**src/hw/rtl/spq_pkg.sv**
```systemverilog
// spq_pkg: shared types and constants for the sorted priority queue
// no dependencies; imported by spq_cell, the top level and the bench
`default_nettype none

package spq_pkg;

    // default number of cells in the queue
    localparam int SPQ_DEPTH = 16;

    // width of one stored entry
    localparam int DATA_W = 32;

    // request commands
    typedef enum logic {
        CMD_INSERT = 1'b0,
        CMD_REMOVE = 1'b1
    } t_cmd;

    // result status codes
    typedef enum logic [1:0] {
        ST_DONE  = 2'd0,
        ST_EMPTY = 2'd1,
        ST_FULL  = 2'd2
    } t_status;

    // per-cycle shift control broadcast to every cell
    typedef struct packed {
        logic ins_en;
        logic rem_en;
    } t_cell_ctrl;

endpackage

`default_nettype wire

```
**src/hw/rtl/spq_cell.sv**
```systemverilog
// spq_cell: one cell of the sorted chain, holds one entry
// depends on spq_pkg; instantiated in a row by sorted_priority_queue
`default_nettype none

module spq_cell (
    input  wire                             i_clk,
    input  wire spq_pkg::t_cell_ctrl        i_ctrl,
    input  wire                             i_occupied,
    input  wire signed [spq_pkg::DATA_W-1:0] i_value,
    input  wire                             i_left_less,
    input  wire signed [spq_pkg::DATA_W-1:0] i_left_entry,
    input  wire signed [spq_pkg::DATA_W-1:0] i_right_entry,
    output logic                            o_less,
    output logic signed [spq_pkg::DATA_W-1:0] o_entry
);
    import spq_pkg::*;

    logic signed [DATA_W-1:0] r_entry;
    logic signed [DATA_W-1:0] n_entry;

    // entry held here is smaller than the incoming value
    assign o_less = i_occupied && (r_entry < i_value);

    // insert: keep if smaller, take new value at the boundary, else shift right
    // remove: shift left toward the head
    always_comb begin
        n_entry = r_entry;
        if (i_ctrl.ins_en) begin
            if (o_less) begin
                n_entry = r_entry;
            end else if (i_left_less) begin
                n_entry = i_value;
            end else begin
                n_entry = i_left_entry;
            end
        end else if (i_ctrl.rem_en) begin
            n_entry = i_right_entry;
        end
    end

    // entry storage, no reset
    always_ff @(posedge i_clk) begin
        r_entry <= n_entry;
    end

    assign o_entry = r_entry;

endmodule

`default_nettype wire

```
**src/hw/rtl/sorted_priority_queue.sv**
```systemverilog
// A result appears in the output register in the cycle after the request is accepted.
// Throughput: one request per cycle if not stalled; cells compare to the new value at once.
// A result held in the output register stalls the input until the receiver takes it.
// Reset (synchronous, active low) clears the occupancy count and the output valid.
// Entry cells are not reset; only cells below the occupancy count are ever read.
// sorted_priority_queue: top level, row of spq_cell plus count and result register
`default_nettype none

module sorted_priority_queue #(
    parameter int DEPTH = spq_pkg::SPQ_DEPTH
) (
    input  wire                               i_clk,
    input  wire                               i_rst_n,
    input  wire                               i_in_valid,
    output logic                              o_in_ready,
    input  wire                               i_command,
    input  wire signed [spq_pkg::DATA_W-1:0]  i_value,
    output logic                              o_out_valid,
    input  wire                               i_out_ready,
    output logic signed [spq_pkg::DATA_W-1:0] o_removed_value,
    output logic [1:0]                        o_status,
    output logic                              o_is_empty
);
    import spq_pkg::*;

    localparam int COUNT_W = $clog2(DEPTH + 1);

    logic [COUNT_W-1:0]        r_count;
    logic [COUNT_W-1:0]        n_count;
    logic                      r_out_valid;
    logic signed [DATA_W-1:0]  r_removed;
    logic [1:0]                r_status;
    logic                      r_is_empty;

    logic                      w_accept;
    logic                      w_full;
    logic                      w_empty;
    logic                      w_is_remove;
    t_cell_ctrl                w_ctrl;

    logic [DEPTH-1:0]          w_less;
    logic signed [DATA_W-1:0]  w_entry [DEPTH];

    // handshake
    assign o_in_ready = !r_out_valid || i_out_ready;
    assign w_accept   = i_in_valid && o_in_ready;

    assign w_full      = (r_count == COUNT_W'(DEPTH));
    assign w_empty     = (r_count == '0);
    assign w_is_remove = (i_command == CMD_REMOVE);

    // shift control for the cell row
    assign w_ctrl.ins_en = w_accept && !w_is_remove && !w_full;
    assign w_ctrl.rem_en = w_accept && w_is_remove && !w_empty;

    // row of cells
    genvar k;
    generate
        for (k = 0; k < DEPTH; k++) begin : g_cell
            logic                     w_left_less;
            logic signed [DATA_W-1:0] w_left_entry;
            logic signed [DATA_W-1:0] w_right_entry;

            if (k == 0) begin : g_head
                assign w_left_less  = 1'b1;
                assign w_left_entry = i_value;
            end else begin : g_mid
                assign w_left_less  = w_less[k-1];
                assign w_left_entry = w_entry[k-1];
            end

            if (k == DEPTH - 1) begin : g_tail
                assign w_right_entry = w_entry[k];
            end else begin : g_body
                assign w_right_entry = w_entry[k+1];
            end

            spq_cell u_cell (
                .i_clk         (i_clk),
                .i_ctrl        (w_ctrl),
                .i_occupied    (COUNT_W'(k) < r_count),
                .i_value       (i_value),
                .i_left_less   (w_left_less),
                .i_left_entry  (w_left_entry),
                .i_right_entry (w_right_entry),
                .o_less        (w_less[k]),
                .o_entry       (w_entry[k])
            );
        end
    endgenerate

    // occupancy count
    always_comb begin
        n_count = r_count;
        if (w_ctrl.ins_en) begin
            n_count = r_count + 1'b1;
        end else if (w_ctrl.rem_en) begin
            n_count = r_count - 1'b1;
        end
    end

    // count and output valid
    always_ff @(posedge i_clk) begin
        if (!i_rst_n) begin
            r_count     <= '0;
            r_out_valid <= 1'b0;
        end else begin
            r_count <= n_count;
            if (w_accept) begin
                r_out_valid <= 1'b1;
            end else if (i_out_ready) begin
                r_out_valid <= 1'b0;
            end
        end
    end

    // result payload
    always_ff @(posedge i_clk) begin
        if (w_accept) begin
            r_removed  <= w_ctrl.rem_en ? w_entry[0] : '0;
            r_is_empty <= (n_count == '0);
            if (w_is_remove && w_empty) begin
                r_status <= ST_EMPTY;
            end else if (!w_is_remove && w_full) begin
                r_status <= ST_FULL;
            end else begin
                r_status <= ST_DONE;
            end
        end
    end

    assign o_out_valid     = r_out_valid;
    assign o_removed_value = r_removed;
    assign o_status        = r_status;
    assign o_is_empty      = r_is_empty;

    // count stays within the cell row
    a_count_range : assert property (@(posedge i_clk) disable iff (!i_rst_n)
        r_count <= COUNT_W'(DEPTH))
        else $error("occupancy beyond depth");

    // a remove from a non-empty queue drops the count by one
    a_remove_count : assert property (@(posedge i_clk) disable iff (!i_rst_n)
        w_ctrl.rem_en |=> r_count == $past(r_count) - 1'b1)
        else $error("remove did not decrement occupancy");

    // head pair stays in ascending order
    a_head_sorted : assert property (@(posedge i_clk) disable iff (!i_rst_n)
        r_count >= COUNT_W'(2) |-> w_entry[0] <= w_entry[1])
        else $error("head entries out of order");

    // an empty status always reports an empty queue
    a_empty_status : assert property (@(posedge i_clk) disable iff (!i_rst_n)
        (r_out_valid && r_status == ST_EMPTY) |-> r_is_empty)
        else $error("empty status with non-empty queue");

    // an insert into a full queue leaves the count unchanged
    a_full_hold : assert property (@(posedge i_clk) disable iff (!i_rst_n)
        (w_accept && !w_is_remove && w_full) |=> r_count == $past(r_count))
        else $error("full insert changed occupancy");

endmodule

`default_nettype wire

```
**config.mk**
```make
export PLATFORM = sky130hd
export DESIGN_NAME = sorted_priority_queue
export DESIGN_NICKNAME = d
export VERILOG_FILES = /design/src/hw/rtl/spq_pkg.sv /design/src/hw/rtl/spq_cell.sv /design/src/hw/rtl/sorted_priority_queue.sv
export SDC_FILE = /design/constraint.sdc
export NUM_CORES = 2
export LEC_CHECK = 0
export BUFFER_PORTS_ARGS = -buffer_cell sky130_fd_sc_hd__clkbuf_2
export CORE_UTILIZATION = 50
export CTS_CLUSTER_DIAMETER = 150
export DETAILED_ROUTE_END_ITERATION = 10
export PLACE_DENSITY = 0.66
export SETUP_SLACK_MARGIN = 0.02
export SLEW_MARGIN = 20
export SYNTH_ARGS = -nofsm -noshare
export SYNTH_HDL_FRONTEND = slang
export SYNTH_SLANG_ARGS = --single-unit
```
**constraint.sdc**
```tcl
create_clock -name i_clk -period 10.8 [get_ports i_clk]
set_input_delay 1.62 -clock i_clk [delete_from_list [all_inputs] [get_ports i_clk]]
set_output_delay 1.62 -clock i_clk [all_outputs]
set_load 0.03 [all_outputs]
```
==> summary.txt <==
Status
  • Status: finished clean

Floorplanning
  • Site Rows: 102
  • I/O Pins: 74
  • Die span in y: 283 um
  • Initial Utilization: 50.7%
  • Die X: 283 um
  • Core area: 0.0777 sq mm
  • Die area: 0.0799 sq mm

Global routing
  • Total global routing overflow: 0
  • Initial antenna violation count: 10
  • First-pass GRT wire length: 183 mm
  • Vias in the first global route: 31,801
  • Largest net degree at the start of global routing: around 130
  • Overall Global Routing Usage: 29.4%

Clock network
  • Num CTS Buffers: 68
  • CTS tree: built
  • Clk slew on worst S/H paths: 0.06 ns
  • H-tree Lvls: 3
  • CTS Sinks: 553
  • CTS root buf: clkbuf_16
  • Clk buf depth: 3
  • Worst skew pair latency: 0.63 ns
  • Post-CTS Setup Inserts: 0
  • Hold_buf cts: 0
  • Post-CTS sizing: 0

STA
  • Final hold vios: 0
  • Hold WS: 0.547 ns
  • Tcrit/Tclk final: 53.8%
  • Post-layout min period: 5.81 ns
  • Clk_skew: between 0.03 and 0.04 ns
  • Fin Setup TNS: 0 ns
  • Tightest Pin Transition: a little over 1 ns
  • Final setup viols: 0
  • RSZ-0062 raised after global routing: no
  • Fmax: 172 MHz
  • Rel. slew slack: about 30%
  • Max-slew violation count: 0

Detailed routing
  • Residual DRC: 0
  • Iteration-0 DRC Markers: 2,875
  • Remaining antenna violation count after routing: 0
  • Drt wl/cell: between 20 and 25 um
  • Drt pass-1 iters: 6
  • Via/cell ratio: 6.40
  • Detailed Route WL: 118 mm
  • Via count: 32,321

Worst hold path
  • HP Class: reg -> reg

Layout
  • Most frequent cells in the layout: 605 x nand2_1, 547 x edfxtp_1, 498 x ha_1
  • Multi-input gate area: approximately 0.022 sq mm
  • Final instance area: 0.0427 sq mm
  • Area Overhead vs Synth: 8.58%
  • Reg area: roughly 0.017 sq mm
  • Layout cells sized above 1: 7.50%
  • Number of fill cells: 6,964
  • Most common cell after layout, fill and taps aside: nand2_1
  • Total Nets Final: between 4,000 and 5,000
  • Final core utilization: between 50% and 60%

Power
  • Peak supply drop: 0.000104 V
  • Seq pwr share: 43.0%
  • PwrDens: 160 mW/mm^2
  • Switching Share: between 30 and 40%
  • Total leakage power: around 16 nW
  • Clock power frac: approximately a third
  • Comb pwr share: approximately a quarter
  • Pint: 4.59 mW
  • NetSw: 2.25 mW

Placement
  • Port bufs: 73
  • HPWL Detailed: 84.5 mm
  • RD Place Congestion: 0.912
  • Placed Area: approximately 0.040 sq mm

Critical path
  • Worst endpoint required time: 11.05 ns
  • CP delay by family, top: buffers and inverters
  • Crit Path Class: in -> reg
  • Crit-path max cell delay: 0.80 ns
  • Arrival @ worst endpoint: 6.05 ns
  • Largest fanout on the critical path: 65
  • CP startpoint kind: input port
  • Worst path buffer plus inverter count: 4
  • Setup crit end kind: flip-flop
  • Cell Chain, Critical Path: clkbuf_2 -> inv_1 -> ha_1 -> nand4_1 -> nor4_1 -> o211ai_1 -> a31oi_1 -> o21ai_1 -> or3b_2 -> buf_4 -> nand2_1 -> nand2_1 -> buf_4
  • Critical path's slowest cell: nor4_1

Synthesis
  • Syn avg cell area: 9.77 sq um
  • Synth Warn #: 0
  • Register bit count reported by yosys: 553
  • Post-synth EDFFs: approximately 550
  • Cell taking the most area after synthesis: edfxtp_1
  • Yosys top cell area share: 41.7%
  • Asr flop ratio synth: 0%
  • Top cells by area, synth: edfxtp_1 42%, ha_1 16%, o211ai_1 5.8%
  • Top_reg_cell synth: edfxtp_1
  • Mapped Area: between 0.03 and 0.04 sq mm
  • Synth Net Count: 4,567
  • Sequential-to-total area share from yosys stat: 42.0%
  • Syn Inst Count: between 4,000 and 5,000
  • Yosys cell types: 64

Run
  • # Max-Cap Violations: 0
==> per-stage QoR <==
step	instances	power, mW	setup slack, ns
3_3_place_gp	4922	4.51	4.61
3_5_place_dp	4923	4.56	4.53
5_1_grt	5051	7.16	4.92
4_1_cts	5047	6.83	5.18
6_report	5052	6.84	4.99
2_1_floorplan	4031	4.06	4.02
==> cell usage after synthesis, drive strengths merged (43+ instances only) <==
library cell  number
nor3              59
ha               499
o21ai            124
nand2            605
mux2i            135
nand2b            51
o21a              43
buf              110
clkbuf           174
nor2             186
edfxtp           547
o211ai           303
inv               45
a21oi            376
nand3            297
nand4             65
==> cell type report <==
cell class | instances | share of cell area (%)
Multi-Input combinational cell | 3149 | 50.6
Sequential cell | 553 | 38.7
Clock buffer | 79 | 4.18
Tap cell | 1040 | 3.04
Timing Repair Buffer | 140 | 2.29
Clock inverter | 45 | 0.822
Inverter | 45 | 0.395
Antenna cell | 1 | 0.00585
==> state kept, by name, indices dropped and copies added, names as in the netlist <==
register,flops
o_out_valid,1
o_removed_value,32
g_cell.u_cell.o_entry,512
o_status,2
o_is_empty,1
r_count,5
==> routing by layer <==
layer	share of wire [%]	vias to the layer above	global-route usage (%)	routed length, um
met2	47	1097	48.9	55800
met4	3.4	16	10.4	4020
met5	0.088	-	0	104
li1	-	15286	-	-
met3	6.3	258	4.33	7430
met1	43	15664	39.0	50400
==> worst reg2reg max path, delay by kind of cell (launching register included) <==
family	cells	cell delay, ns
AO/OA/AOI/OAI	3	0.76
adder cells (fa/ha/maj)	1	0.34
buffers and inverters	2	0.97
flip-flops	1	0.42
AND/OR/NAND/NOR	5	1.50
==> final timing paths <==
kind	to	cells past startpoint	slack, ns	start
setup / recovery	g_cell[2].u_cell.o_entry[1]	13	4.99	i_value[26]
setup reg to reg	g_cell[2].u_cell.o_entry[1]	11	6.39	g_cell[2].u_cell.o_entry[26]
hold reg to reg	o_out_valid	2	0.55	o_out_valid
hold / removal	o_out_valid	2	0.55	o_out_valid
==> cells by family after synthesis <==
family | after synthesis | synth area share, %
flip-flops | 553 | 42.0
XOR/XNOR | 3 | 0.0668
AND/OR/NAND/NOR | 1462 | 17.4
multiplexers | 138 | 3.55
adder cells (fa/ha/maj) | 499 | 15.9
AO/OA/AOI/OAI | 1047 | 17.5
buffers and inverters | 329 | 3.61
==> power by group through the flow <==
| stage | logic, mW | registers (mW) | clock network, mW |
|---|---|---|---|
| after floorplan | 1.14 | 2.92 | 0 |
| after global placement | 1.53 | 2.98 | 0 |
| after detailed placement | 1.57 | 2.98 | 0 |
| after CTS | 1.58 | 2.94 | 2.30 |
| after global routing | 1.81 | 2.97 | 2.38 |
| final | 1.62 | 2.94 | 2.28 |
Power figures use the tool's default switching activity.
